[src/bsd_pkg.sv]
// Shared types, result codes and header constants for the BMP stream decoder.
`default_nettype none

package bsd_pkg;

    localparam int MAX_WIDTH_DEF  = 4096;
    localparam int MAX_HEIGHT_DEF = 4096;

    localparam logic [1:0] RK_PIXEL  = 2'd0;
    localparam logic [1:0] RK_HEADER = 2'd1;
    localparam logic [1:0] RK_ERROR  = 2'd2;

    localparam logic [2:0] ERR_NONE       = 3'd0;
    localparam logic [2:0] ERR_SIGNATURE  = 3'd1;
    localparam logic [2:0] ERR_DIB_SMALL  = 3'd2;
    localparam logic [2:0] ERR_DEPTH      = 3'd3;
    localparam logic [2:0] ERR_COMPRESSED = 3'd4;
    localparam logic [2:0] ERR_SIZE       = 3'd5;
    localparam logic [2:0] ERR_OFFSET     = 3'd6;
    localparam logic [2:0] ERR_TRUNCATED  = 3'd7;

    localparam logic [7:0]  SIG_FIRST    = 8'h42;
    localparam logic [7:0]  SIG_SECOND   = 8'h4D;
    localparam logic [31:0] HEADER_END   = 32'd54;
    localparam logic [31:0] DIB_MIN      = 32'd40;
    localparam logic [15:0] BPP_24       = 16'd24;
    localparam logic [15:0] BPP_32       = 16'd32;
    localparam logic [7:0]  ALPHA_OPAQUE = 8'hFF;

    typedef struct packed {
        logic       kind;
        logic [7:0] data_byte;
    } bsd_item_t;

    typedef struct packed {
        logic [1:0]  result_kind;
        logic [7:0]  red;
        logic [7:0]  green;
        logic [7:0]  blue;
        logic [7:0]  alpha;
        logic [11:0] column;
        logic [11:0] row;
        logic [12:0] image_width;
        logic [12:0] image_height;
        logic        is_32bit;
        logic [2:0]  error_code;
        logic        last_pixel;
    } bsd_result_t;

    typedef struct packed {
        logic        produced;
        bsd_result_t result;
    } bsd_out_t;

endpackage

`default_nettype wire

[src/bsd_input_stage.sv]
// Input register that holds one byte-stream transfer for the decode stage.
`default_nettype none

module bsd_input_stage (
    input  wire logic              aclk,
    input  wire logic              aresetn,
    input  wire logic              s_valid,
    output logic                   s_ready,
    input  wire logic              s_kind,
    input  wire logic [7:0]        s_data_byte,
    input  wire logic              advance,
    output logic                   item_valid,
    output bsd_pkg::bsd_item_t     item
);

    logic               valid_reg;
    bsd_pkg::bsd_item_t item_reg;

    // The register frees up in the same cycle that the decode stage consumes it.
    assign s_ready    = !valid_reg || advance;
    assign item_valid = valid_reg;
    assign item       = item_reg;

    always_ff @(posedge aclk) begin
        if (!aresetn) begin
            valid_reg <= 1'b0;
        end else if (s_ready) begin
            valid_reg <= s_valid;
        end
    end

    always_ff @(posedge aclk) begin
        if (s_valid && s_ready) begin
            item_reg.kind      <= s_kind;
            item_reg.data_byte <= s_data_byte;
        end
    end

endmodule

`default_nettype wire

[src/bsd_core.sv]
// Decode stage: header parsing and checks, offset skip, pixel assembly, row padding and error results.
`default_nettype none

module bsd_core #(
    parameter int MAX_WIDTH  = bsd_pkg::MAX_WIDTH_DEF,
    parameter int MAX_HEIGHT = bsd_pkg::MAX_HEIGHT_DEF
) (
    input  wire logic               aclk,
    input  wire logic               aresetn,
    input  wire logic               advance,
    input  wire bsd_pkg::bsd_item_t item,
    output bsd_pkg::bsd_out_t       out
);

    localparam int WW = $clog2(MAX_WIDTH + 1);
    localparam int HW = $clog2(MAX_HEIGHT + 1);

    localparam logic [2:0] PH_HEADER = 3'd0;
    localparam logic [2:0] PH_SKIP   = 3'd1;
    localparam logic [2:0] PH_PIXEL  = 3'd2;
    localparam logic [2:0] PH_PAD    = 3'd3;
    localparam logic [2:0] PH_DONE   = 3'd4;
    localparam logic [2:0] PH_ERROR  = 3'd5;

    localparam logic [5:0] POS_SIG0      = 6'd0;
    localparam logic [5:0] POS_SIG1      = 6'd1;
    localparam logic [5:0] POS_OFFSET    = 6'd13;
    localparam logic [5:0] POS_DIB       = 6'd17;
    localparam logic [5:0] POS_WIDTH     = 6'd21;
    localparam logic [5:0] POS_HEIGHT    = 6'd25;
    localparam logic [5:0] POS_DEPTH     = 6'd29;
    localparam logic [5:0] POS_COMP      = 6'd33;
    localparam logic [5:0] POS_HDR_LAST  = 6'd53;
    localparam logic [1:0] FIELD_ALIGN   = 2'd2;

    logic [2:0]    phase_reg, phase_next;
    logic [31:0]   pos_reg, pos_next;
    logic [23:0]   acc_reg, acc_next;
    logic [31:0]   pixel_start_reg, pixel_start_next;
    logic          ofs_bad_reg, ofs_bad_next;
    logic          w_bad_reg, w_bad_next;
    logic          h_bad_reg, h_bad_next;
    logic          bpp_bad_reg, bpp_bad_next;
    logic [WW-1:0] width_reg, width_next;
    logic [HW-1:0] height_reg, height_next;
    logic          bottom_up_reg, bottom_up_next;
    logic          is32_reg, is32_next;
    logic [WW-1:0] col_reg, col_next;
    logic [HW-1:0] row_reg, row_next;
    logic [1:0]    bip_reg, bip_next;
    logic [23:0]   held_reg, held_next;
    logic [1:0]    pad_reg, pad_next;

    logic [5:0]       hpos;
    logic [1:0]       lane;
    logic [7:0]       b;
    logic [31:0]      field_top;
    logic [15:0]      bpp;
    logic [31:0]      mag;
    logic [31:0]      pos_inc;
    logic [1:0]       last_idx;
    logic [1:0]       pad_new;
    logic [1:0]       pad_dec;
    logic [WW-1:0]    col_inc;
    logic [HW-1:0]    row_inc;
    logic [HW-1:0]    row_out;
    logic [WW+11:0]   col_wide;
    logic [HW+11:0]   row_wide;
    logic [WW+12:0]   width_wide;
    logic [HW+12:0]   height_wide;
    logic [WW+1:0]    width_low;
    logic             fail;
    logic [2:0]       fail_code;
    bsd_pkg::bsd_result_t res;
    logic             produced;

    assign hpos        = pos_reg[5:0];
    assign lane        = hpos[1:0] - FIELD_ALIGN;
    assign b           = item.data_byte;
    assign field_top   = {b, acc_reg};
    // The depth field starts two bytes into a four-byte lane group.
    assign bpp         = {b, acc_reg[23:16]};
    assign mag         = field_top[31] ? (~field_top + 32'd1) : field_top;
    assign pos_inc     = pos_reg + 32'd1;
    assign last_idx    = is32_reg ? 2'd3 : 2'd2;
    assign col_inc     = col_reg + WW'(1);
    assign row_inc     = row_reg + HW'(1);
    assign row_out     = bottom_up_reg ? (height_reg - row_reg - HW'(1)) : row_reg;
    assign col_wide    = {12'd0, col_reg};
    assign row_wide    = {12'd0, row_out};
    assign width_wide  = {13'd0, width_reg};
    assign height_wide = {13'd0, height_reg};
    assign width_low   = {2'd0, width_reg};
    // A 24-bit row of w pixels needs (w mod 4) padding bytes to reach a multiple of four.
    assign pad_new     = is32_reg ? 2'd0 : width_low[1:0];
    assign pad_dec     = pad_reg - 2'd1;

    always_comb begin
        phase_next       = phase_reg;
        pos_next         = pos_reg;
        acc_next         = acc_reg;
        pixel_start_next = pixel_start_reg;
        ofs_bad_next     = ofs_bad_reg;
        w_bad_next       = w_bad_reg;
        h_bad_next       = h_bad_reg;
        bpp_bad_next     = bpp_bad_reg;
        width_next       = width_reg;
        height_next      = height_reg;
        bottom_up_next   = bottom_up_reg;
        is32_next        = is32_reg;
        col_next         = col_reg;
        row_next         = row_reg;
        bip_next         = bip_reg;
        held_next        = held_reg;
        pad_next         = pad_reg;
        fail             = 1'b0;
        fail_code        = bsd_pkg::ERR_NONE;
        produced         = 1'b0;
        res              = '0;

        priority if (phase_reg == PH_DONE || phase_reg == PH_ERROR) begin
            // Finished or failed: everything is ignored until reset.
        end else if (item.kind) begin
            fail      = 1'b1;
            fail_code = bsd_pkg::ERR_TRUNCATED;
        end else begin
            unique case (phase_reg)
                PH_HEADER: begin
                    unique case (lane)
                        2'd0: acc_next[7:0]   = b;
                        2'd1: acc_next[15:8]  = b;
                        2'd2: acc_next[23:16] = b;
                        default: ;
                    endcase
                    unique case (hpos)
                        POS_SIG0: begin
                            if (b != bsd_pkg::SIG_FIRST) begin
                                fail      = 1'b1;
                                fail_code = bsd_pkg::ERR_SIGNATURE;
                            end
                        end
                        POS_SIG1: begin
                            if (b != bsd_pkg::SIG_SECOND) begin
                                fail      = 1'b1;
                                fail_code = bsd_pkg::ERR_SIGNATURE;
                            end
                        end
                        POS_OFFSET: begin
                            pixel_start_next = field_top;
                            ofs_bad_next     = field_top < bsd_pkg::HEADER_END;
                        end
                        POS_DIB: begin
                            if (field_top < bsd_pkg::DIB_MIN) begin
                                fail      = 1'b1;
                                fail_code = bsd_pkg::ERR_DIB_SMALL;
                            end
                        end
                        POS_WIDTH: begin
                            width_next = field_top[WW-1:0];
                            w_bad_next = (field_top == 32'd0) || field_top[31] ||
                                         (field_top > 32'(MAX_WIDTH));
                        end
                        POS_HEIGHT: begin
                            height_next    = mag[HW-1:0];
                            bottom_up_next = !field_top[31];
                            h_bad_next     = (mag == 32'd0) || (mag > 32'(MAX_HEIGHT));
                        end
                        POS_DEPTH: begin
                            bpp_bad_next = (bpp != bsd_pkg::BPP_24) && (bpp != bsd_pkg::BPP_32);
                            is32_next    = (bpp == bsd_pkg::BPP_32);
                        end
                        POS_COMP: begin
                            priority if (bpp_bad_reg) begin
                                fail      = 1'b1;
                                fail_code = bsd_pkg::ERR_DEPTH;
                            end else if (field_top != 32'd0) begin
                                fail      = 1'b1;
                                fail_code = bsd_pkg::ERR_COMPRESSED;
                            end else if (w_bad_reg || h_bad_reg) begin
                                fail      = 1'b1;
                                fail_code = bsd_pkg::ERR_SIZE;
                            end else if (ofs_bad_reg) begin
                                fail      = 1'b1;
                                fail_code = bsd_pkg::ERR_OFFSET;
                            end else begin
                                produced           = 1'b1;
                                res.result_kind    = bsd_pkg::RK_HEADER;
                                res.image_width    = width_wide[12:0];
                                res.image_height   = height_wide[12:0];
                                res.is_32bit       = is32_reg;
                            end
                        end
                        default: ;
                    endcase
                    pos_next = pos_inc;
                    if (hpos == POS_HDR_LAST) begin
                        phase_next = (pixel_start_reg == bsd_pkg::HEADER_END) ?
                                     PH_PIXEL : PH_SKIP;
                    end
                end
                PH_SKIP: begin
                    pos_next = pos_inc;
                    if (pos_inc == pixel_start_reg) begin
                        phase_next = PH_PIXEL;
                    end
                end
                PH_PIXEL: begin
                    if (bip_reg < last_idx) begin
                        unique case (bip_reg)
                            2'd0: held_next[7:0]   = b;
                            2'd1: held_next[15:8]  = b;
                            2'd2: held_next[23:16] = b;
                            default: ;
                        endcase
                        bip_next = bip_reg + 2'd1;
                    end else begin
                        produced        = 1'b1;
                        res.result_kind = bsd_pkg::RK_PIXEL;
                        res.blue        = held_reg[7:0];
                        res.green       = held_reg[15:8];
                        res.red         = is32_reg ? held_reg[23:16] : b;
                        res.alpha       = is32_reg ? b : bsd_pkg::ALPHA_OPAQUE;
                        res.column      = col_wide[11:0];
                        res.row         = row_wide[11:0];
                        res.is_32bit    = is32_reg;
                        res.last_pixel  = (row_inc == height_reg) && (col_inc == width_reg);
                        bip_next        = 2'd0;
                        if (col_inc >= width_reg) begin
                            col_next = '0;
                            row_next = row_inc;
                            pad_next = pad_new;
                            if (pad_new != 2'd0) begin
                                phase_next = PH_PAD;
                            end else if (row_inc >= height_reg) begin
                                phase_next = PH_DONE;
                            end
                        end else begin
                            col_next = col_inc;
                        end
                    end
                end
                PH_PAD: begin
                    pad_next = pad_dec;
                    if (pad_dec == 2'd0) begin
                        phase_next = (row_reg >= height_reg) ? PH_DONE : PH_PIXEL;
                    end
                end
                default: ;
            endcase
        end

        if (fail) begin
            phase_next      = PH_ERROR;
            produced        = 1'b1;
            res             = '0;
            res.result_kind = bsd_pkg::RK_ERROR;
            res.error_code  = fail_code;
        end
    end

    assign out.produced = produced;
    assign out.result   = res;

    always_ff @(posedge aclk) begin
        if (!aresetn) begin
            phase_reg <= PH_HEADER;
            pos_reg   <= '0;
            col_reg   <= '0;
            row_reg   <= '0;
            bip_reg   <= '0;
            pad_reg   <= '0;
        end else if (advance) begin
            phase_reg <= phase_next;
            pos_reg   <= pos_next;
            col_reg   <= col_next;
            row_reg   <= row_next;
            bip_reg   <= bip_next;
            pad_reg   <= pad_next;
        end
    end

    // Header fields and pixel bytes are always written before they are read.
    always_ff @(posedge aclk) begin
        if (advance) begin
            acc_reg         <= acc_next;
            pixel_start_reg <= pixel_start_next;
            ofs_bad_reg     <= ofs_bad_next;
            w_bad_reg       <= w_bad_next;
            h_bad_reg       <= h_bad_next;
            bpp_bad_reg     <= bpp_bad_next;
            width_reg       <= width_next;
            height_reg      <= height_next;
            bottom_up_reg   <= bottom_up_next;
            is32_reg        <= is32_next;
            held_reg        <= held_next;
        end
    end

endmodule

`default_nettype wire

[src/bsd_output_stage.sv]
// Result register that holds one result until the downstream side takes it.
`default_nettype none

module bsd_output_stage (
    input  wire logic              aclk,
    input  wire logic              aresetn,
    input  wire logic              advance,
    input  wire bsd_pkg::bsd_out_t out,
    input  wire logic              m_ready,
    output logic                   m_valid,
    output bsd_pkg::bsd_result_t   result
);

    logic                 valid_reg;
    bsd_pkg::bsd_result_t result_reg;

    assign m_valid = valid_reg;
    assign result  = result_reg;

    // The decode stage only advances when this register is empty or being drained.
    always_ff @(posedge aclk) begin
        if (!aresetn) begin
            valid_reg <= 1'b0;
        end else if (advance) begin
            valid_reg <= out.produced;
        end else if (m_ready) begin
            valid_reg <= 1'b0;
        end
    end

    always_ff @(posedge aclk) begin
        if (advance && out.produced) begin
            result_reg <= out.result;
        end
    end

endmodule

`default_nettype wire

[src/bmp_stream_decoder.sv]
// Top level of the streaming 24/32-bit BMP decoder.
//
//   Channel | Direction | Handshake          | Payload
//   s_      | in        | s_valid / s_ready  | s_kind, s_data_byte
//   m_      | out       | m_valid / m_ready  | m_result_kind, pixel, position, size, error
//
// One byte is taken every clock cycle unless the result register is stalled; each byte
// passes through the input register into the decode logic, which loads any result it
// produces into the result register.
// Reset is synchronous and active low and clears all control state at once.
// When m_ready is low while a result is held, the result register holds and the input
// register takes a byte only if empty; s_ready then falls until the result is transferred.
`default_nettype none

module bmp_stream_decoder #(
    parameter int MAX_WIDTH  = bsd_pkg::MAX_WIDTH_DEF,
    parameter int MAX_HEIGHT = bsd_pkg::MAX_HEIGHT_DEF
) (
    input  wire logic        aclk,
    input  wire logic        aresetn,
    input  wire logic        s_valid,
    output logic             s_ready,
    input  wire logic        s_kind,
    input  wire logic [7:0]  s_data_byte,
    output logic             m_valid,
    input  wire logic        m_ready,
    output logic [1:0]       m_result_kind,
    output logic [7:0]       m_red,
    output logic [7:0]       m_green,
    output logic [7:0]       m_blue,
    output logic [7:0]       m_alpha,
    output logic [11:0]      m_column,
    output logic [11:0]      m_row,
    output logic [12:0]      m_image_width,
    output logic [12:0]      m_image_height,
    output logic             m_is_32bit,
    output logic [2:0]       m_error_code,
    output logic             m_last_pixel
);

    logic                 item_valid;
    logic                 advance;
    bsd_pkg::bsd_item_t   item;
    bsd_pkg::bsd_out_t    core_out;
    bsd_pkg::bsd_result_t result;

    assign advance = item_valid && (!m_valid || m_ready);

    bsd_input_stage u_in (
        .aclk        (aclk),
        .aresetn     (aresetn),
        .s_valid     (s_valid),
        .s_ready     (s_ready),
        .s_kind      (s_kind),
        .s_data_byte (s_data_byte),
        .advance     (advance),
        .item_valid  (item_valid),
        .item        (item)
    );

    bsd_core #(
        .MAX_WIDTH  (MAX_WIDTH),
        .MAX_HEIGHT (MAX_HEIGHT)
    ) u_core (
        .aclk    (aclk),
        .aresetn (aresetn),
        .advance (advance),
        .item    (item),
        .out     (core_out)
    );

    bsd_output_stage u_out (
        .aclk    (aclk),
        .aresetn (aresetn),
        .advance (advance),
        .out     (core_out),
        .m_ready (m_ready),
        .m_valid (m_valid),
        .result  (result)
    );

    assign m_result_kind  = result.result_kind;
    assign m_red          = result.red;
    assign m_green        = result.green;
    assign m_blue         = result.blue;
    assign m_alpha        = result.alpha;
    assign m_column       = result.column;
    assign m_row          = result.row;
    assign m_image_width  = result.image_width;
    assign m_image_height = result.image_height;
    assign m_is_32bit     = result.is_32bit;
    assign m_error_code   = result.error_code;
    assign m_last_pixel   = result.last_pixel;

endmodule

`default_nettype wire

[config.mk]
export PLATFORM = sky130hd
export DESIGN_NAME = bmp_stream_decoder
export DESIGN_NICKNAME = d
export VERILOG_FILES = /design/src/bsd_pkg.sv /design/src/bsd_input_stage.sv /design/src/bsd_core.sv /design/src/bsd_output_stage.sv /design/src/bmp_stream_decoder.sv
export SDC_FILE = /design/constraint.sdc
export NUM_CORES = 1
export LEC_CHECK = 0
export BUFFER_PORTS_ARGS = -buffer_cell sky130_fd_sc_hd__clkbuf_2
export CORE_ASPECT_RATIO = 0.8
export CORE_MARGIN = 1.5
export CORE_UTILIZATION = 52
export DETAILED_ROUTE_END_ITERATION = 12
export PLACE_DENSITY = 0.73
export SYNTH_ARGS = -nofsm -noshare
export SYNTH_HDL_FRONTEND = slang
export SYNTH_SLANG_ARGS = --single-unit
[constraint.sdc]
create_clock -name aclk -period 7.45 [get_ports aclk]
set_input_delay 0 -clock aclk [delete_from_list [all_inputs] [get_ports aclk]]
set_output_delay 0 -clock aclk [all_outputs]
set_load 0.03 [all_outputs]
==> results.toml, run 1 <==
[setup_path]
criticalPathCategory = "reg -> reg"
cp-start-kind = "register"
end_kind = "register"
r2r_start = "u_in.item[3]$_DFFE_PP_"
crit_path_max_fanout = 30
required_ns = 7.93
r2r_setup_slack_ns = 2.68
crit_path_start = "u_in.item[3]$_DFFE_PP_"
worst_ep_arrival_time_ns = 5.26

[finish]
n_antenna_cell = 0
finalInstanceArea_um2 = 16400
postLayoutCoreUtil_pct = 60.1
areaGrowthSynthToFinish_pct = 13.5
nets = 1515
drive_gt1_share_pct = 13.5
largest_register_ffs = 89

[global_route]
antenna_found_initial = 0
grt_max_degree = 49
track_usage_pct = 24.9
grt_overflow = 0
grt_pass1_wl_mm = 56.6
grt_pass1_vias = 10300

[sta]
finalSetupViolCount = 0
worst_pin_slew_ns = 1.18
min_period_ns = 4.77
max_freq_ghz = 0.210
fin_tns_setup_ns = 0
clock_skew_ns = 0.00975
drv_slew = 0
rsz0062_at_grt = "false"
hold_viol_final = 0
max-slew-margin-rel_pct = 21.5
finalCritPeriodShare_pct = 64.0

[worst_hold_path]
min_path_type = "in -> reg"
min_from = "s_data_byte[1]"

[clock_tree]
clockRootBuffer = "clkbuf_16"
cts_sinks = 277
cts_tree = "built"
h-tree-depth = 1
cts_resized = 0
cts_buffers = 28
clockBufferDepth = 3
clk_transition_reported_paths_ns = 0.06
clk_latency_ns = 0.55

[synth]
synth_edf_count = 210
synth_top_area_cell = "edfxtp_1"
ys_types = 82
synth_seq_cells = 277
synth.top_cells.by_count = "210 x edfxtp_1, 109 x nand2_1, 109 x nor2_1, 81 x xnor2_1, 67 x dfxtp_1"
synth.most_common_cell = "edfxtp_1"
synth_cells = 1342
postSynthAreaPerCell_um2 = 10.8
yosysSeqAreaShare_pct = 52.9
syn-num-nets = 1416
netlist_area_um2 = 14500
ys.flop_type = "edfxtp_1"
yosys-top-cells-area = "edfxtp_1 44%, dfxtp_1 9.3%, ha_1 5.2%, xnor2_1 4.9%, nand2_1 2.8%"
yosysTopAreaCellShare_pct = 43.6
async_flop_share_pct = 0
yosys_warnings = 0

[job]
cap_violations = 0

[detailed_routing]
drt-initial-drc-count = 1031
dr.pass1.iters = 7
ant_nets = 0
routed_wirelength_mm = 35.7
drc = 0
vias = 10700
routed_via_density = 5.85
wl_per_cell_um = 19.5

[placement]
dp.final_hpwl_mm = 25.8
numPortBuffers = 103
placed_area_um2 = 15200
place_congestion = 0.959

[pwr]
finalPower_uw = 3500
power.density_nw_per_um2 = 213
p_leak_uw = 0.00588
irDropWorstVdd_mv = 0.174

[floorplanning]
die_h_um = 152
die_w_um = 189
pin_count = 104
core_um2 = 27300
rows = 54
initial_core_util_pct = 52.9
die_area_um2 = 28800

[status]
outcome = "complete, no violations"
final timing paths:
check                                                 endpoint  depth (start not counted)
worst min register to register  u_core.pad_reg[1]$_SDFFE_PN0P_                          2
worst max register to register      u_out.m_valid$_SDFFE_PN0P_                         10
worst min-delay path                    u_in.item[1]$_DFFE_PP_                          2
worst max-delay path                u_out.m_valid$_SDFFE_PN0P_                         10
metrics by stage:
step / std cells / worst slack, ns / hold WS, ns
finish: 1827 / 2.68 / 0.168
CTS: 1827 / 2.64 / 0.149
floorplan: 1342 / 0.352 / 0.0989
global route: 1827 / 2.36 / 0.155
detailed placement: 1761 / 2.88 / 0.179
global placement: 1761 / 3.04 / 0.178
power breakdown:
group | switching (uW) | internal [uW] | leakage [uW]
combinational | 173 | 62.7 | 0.00293
sequential | 32.4 | 1700 | 0.00246
clock | 601 | 921 | 0.000497
cells by family after synthesis:
group	after synthesis	share of synthesized area [%]
AND/OR/NAND/NOR	536	19.7
adder cells (fa/ha/maj)	61	5.33
flip-flops	277	52.9
multiplexers	24	1.71
buffers and inverters	121	3.57
XOR/XNOR	120	7.27
AO/OA/AOI/OAI	203	9.51
timing repair:
| action | in CTS | in global routing |
|---|---|---|
| hold buffers | 14 | 0 |
| endpoints found under the hold margin | 24 | 0 |
| setup endpoints to repair | 0 | 0 |
| setup buffers | 0 | 0 |
cells in the final DEF (no fill, tap or decap), drive strengths merged, types with 9 or more instances in the layout:
cell type / instances
a21oi: 58
edfxtp: 210
inv: 60
and3: 15
nand2: 109
dfxtp: 67
nor4: 36
nor3: 67
buf: 12
xor2: 39
xnor2: 81
clkinv: 14
nand3: 40
a21o: 11
nand2b: 9
or3: 23
nor2: 109
mux2i: 21
a21boi: 12
and2: 52
nor2b: 12
dlygate4sd3: 14
clkbuf: 137
o21ai: 45
ha: 60
nand4: 27
o21a: 10
metal layers:
layer,track usage [%],wire [um]
met2,39.0,16000
met3,3.58,2580
met1,36.3,16300
met5,0,0
met4,6.24,807
critical path, cell delays in order (launching register included):
cell and delay, ns:
edfxtp_1 0.64, nor4_4 0.54, nand4_2 0.21, nor4_1 0.45
nand3b_1 0.15, nand2b_1 0.67, a21boi_0 0.39, a21oi_4 0.50
buf_4 0.43, o21a_1 0.16, dlygate4sd3_1 0.53
layout make-up:
class,count,area [um^2]
fill,2251,10900
sequential,277,7650
multi-input combinational,944,6310
clock buffer,34,776
timing repair buffer,129,746
tap,364,455
clock inverter,18,244
inverter,61,229
Power figures use the tool's default switching activity.
==> run 2, diff against run 1 <==
--- a/config.mk
+++ b/config.mk
@@ -10,7 +10,7 @@
 export CORE_MARGIN = 1.5
 export CORE_UTILIZATION = 52
 export DETAILED_ROUTE_END_ITERATION = 12
-export PLACE_DENSITY = 0.73
+export PLACE_DENSITY = 0.7
 export SYNTH_ARGS = -nofsm -noshare
 export SYNTH_HDL_FRONTEND = slang
 export SYNTH_SLANG_ARGS = --single-unit
==> constraint.sdc (replaced) <==
create_clock -name aclk -period 4.4 [get_ports aclk]
set_input_delay 0 -clock aclk [delete_from_list [all_inputs] [get_ports aclk]]
set_output_delay 0 -clock aclk [all_outputs]
set_load 0.03 [all_outputs]
==> run 2 against run 1 <==
Clock power is 72% higher. Register-to-register slack worse by 2.4 ns. Die area stayed put. Setup slack got worse by 2.4 ns. Via count is 1.3% higher. Sequential power grew 68%. Worst hold slack worse by 0.00094 ns. Power up 71%. Final area is 1.1% higher. Cell count increased by 0.99%. Fmax is 15% higher.
==> results.toml, run 2 (synthesis results as in run 1) <==
[status]
outcome = "complete, no violations"

[global_route]
track_usage_pct = 25.0
grt_pass1_wl_mm = 56.9
antenna_found_initial = 0
grt_overflow = 0
grt_max_degree = 91
grt_pass1_vias = 10300

[detailed_routing]
routed_wirelength_mm = 36.0
route.met2.wl_mm = 15.6
dr.pass1.iters = 5
ant_nets = 0
dr_wl_met3_mm = 2.65
drt-initial-drc-count = 1042
drc = 0
dr.max_layer_used = "met4"
wl_per_cell_um = 19.5
vias = 10800
wl_met1_mm = 16.7
routed_via_density = 5.87

[sta]
hold_slack_ns = 0.167
clock_skew_ns = 0.0220
drv_slew = 0
fin_tns_setup_ns = 0
rsz0062_at_grt = "false"
finalCritPeriodShare_pct = 94.0
hold_viol_final = 0
worst_pin_slew_ns = 0.915
max-slew-margin-rel_pct = 39.0
finalSetupViolCount = 0
timing.final.ws_setup_ns = 0.266
min_period_ns = 4.13
max_freq_ghz = 0.242

[floorplanning]
die_area_um2 = 28800
pin_count = 104
core_um2 = 27300
initial_core_util_pct = 52.9
die_w_um = 189
die_h_um = 152
rows = 54

[clock_tree]
cts_buffers = 28
cts_tree = "built"
post_cts_buffers = 0
clockRootBuffer = "clkbuf_16"
h-tree-depth = 1
clockBufferDepth = 3
clk_latency_ns = 0.55
clk_transition_reported_paths_ns = 0.06
cts_sinks = 277

[setup_path]
crit_buf_inv = 0
reg2reg_to = "u_core.phase_reg[1]$_SDFFE_PN0P_"
r2r_cells = 14
crit_path_start = "u_core.row_reg[2]$_SDFFE_PN0P_"
crit_slowest_cell = "dfxtp_1"
worst_ep_arrival_time_ns = 4.57
r2r_setup_slack_ns = 0.27
end_kind = "register"
criticalPathCategory = "reg -> reg"
cp-start-kind = "register"
required_ns = 4.84
cp-endpoint = "u_core.phase_reg[1]$_SDFFE_PN0P_"
critical_path.most_common_cell = "nand3_1"
crit_family = "simple AND/OR/NAND/NOR gates"
cp_cell_sequence = "nand3_1 > or3_1 > nor4_1 > nand3_1 > xnor2_1 > ha_1 > nand4_1 > nor4_2 > nor3_1 > o211ai_1 > o2111ai_1 > a2111oi_4 > a31oi_4 > mux2_4"
cpPeakStageDelay_ns = 0.47
crit_path_max_fanout = 7
worst-path-stages = 14
r2r_start = "u_core.row_reg[2]$_SDFFE_PN0P_"

[pwr]
power.density_nw_per_um2 = 360
p_leak_uw = 0.00598
irDropWorstVdd_mv = 0.294

[placement]
dp_slack_ns = 0.175
numPortBuffers = 103
place_congestion = 0.938
placed_area_um2 = 15400
dp.final_hpwl_mm = 25.5

[finish]
layout_commonest_cell = "edfxtp_1"
areaGrowthSynthToFinish_pct = 14.8
nets = 1533
n_antenna_cell = 0
largest_register_ffs = 89
drive_gt1_share_pct = 14.9
postLayoutCoreUtil_pct = 60.8
mostFrequentLayoutCells = "210 x edfxtp_1, 109 x nand2_1, 108 x nor2_1"
finalInstanceArea_um2 = 16600

[worst_hold_path]
min_from = "s_data_byte[6]"
min_path_type = "in -> reg"

[job]
cap_violations = 0
[run 2: how the worst min path moves through the flow]
stage | slack (ns) | endpoint | cells past startpoint
2_1_floorplan | 0.1 | u_in.item[0]$_DFFE_PP_ | 0
3_3_place_gp | 0.18 | u_in.item[2]$_DFFE_PP_ | 1
3_5_place_dp | 0.18 | u_in.item[6]$_DFFE_PP_ | 1
4_1_cts | 0.15 | u_in.item[4]$_DFFE_PP_ | 2
5_1_grt | 0.16 | u_in.item[4]$_DFFE_PP_ | 2
6_report | 0.17 | u_in.item[6]$_DFFE_PP_ | 2
[run 2: through the flow]
step | cells | power, uW
after detailed placement | 1779 | 3400
after CTS | 1845 | 6010
after floorplan | 1342 | 3260
after global placement | 1779 | 3400
final | 1845 | 5980
after global routing | 1845 | 6130
[run 2: layout make-up]
type	instances	area, um^2
inverter	61	229
multi-input combinational	944	6340
clock buffer	36	772
timing repair buffer	147	906
tap	364	455
clock inverter	16	244
fill	2239	10700
sequential	277	7650
[run 2: where the power goes]
part	internal, uW	switching [uW]	total (uW)
registers	2890	37.0	2920
logic	116	326	441
clock network	1590	1020	2610
total	4590	1380	5980
[run 2: repair_timing]
| action | 4_1_cts | 5_1_grt |
|---|---|---|
| resized for setup | 0 | 4 |
| endpoints found under the hold margin | 33 | 0 |
| endpoints found under the setup margin | 0 | 6 |
| hold buffers | 14 | 0 |
[run 2: per-layer routing]
metal	up-vias	track usage, %
li1	5108	-
met1	5227	37.3
met2	424	37.1
met3	79	3.86
met4	0	8.09
met5	-	0
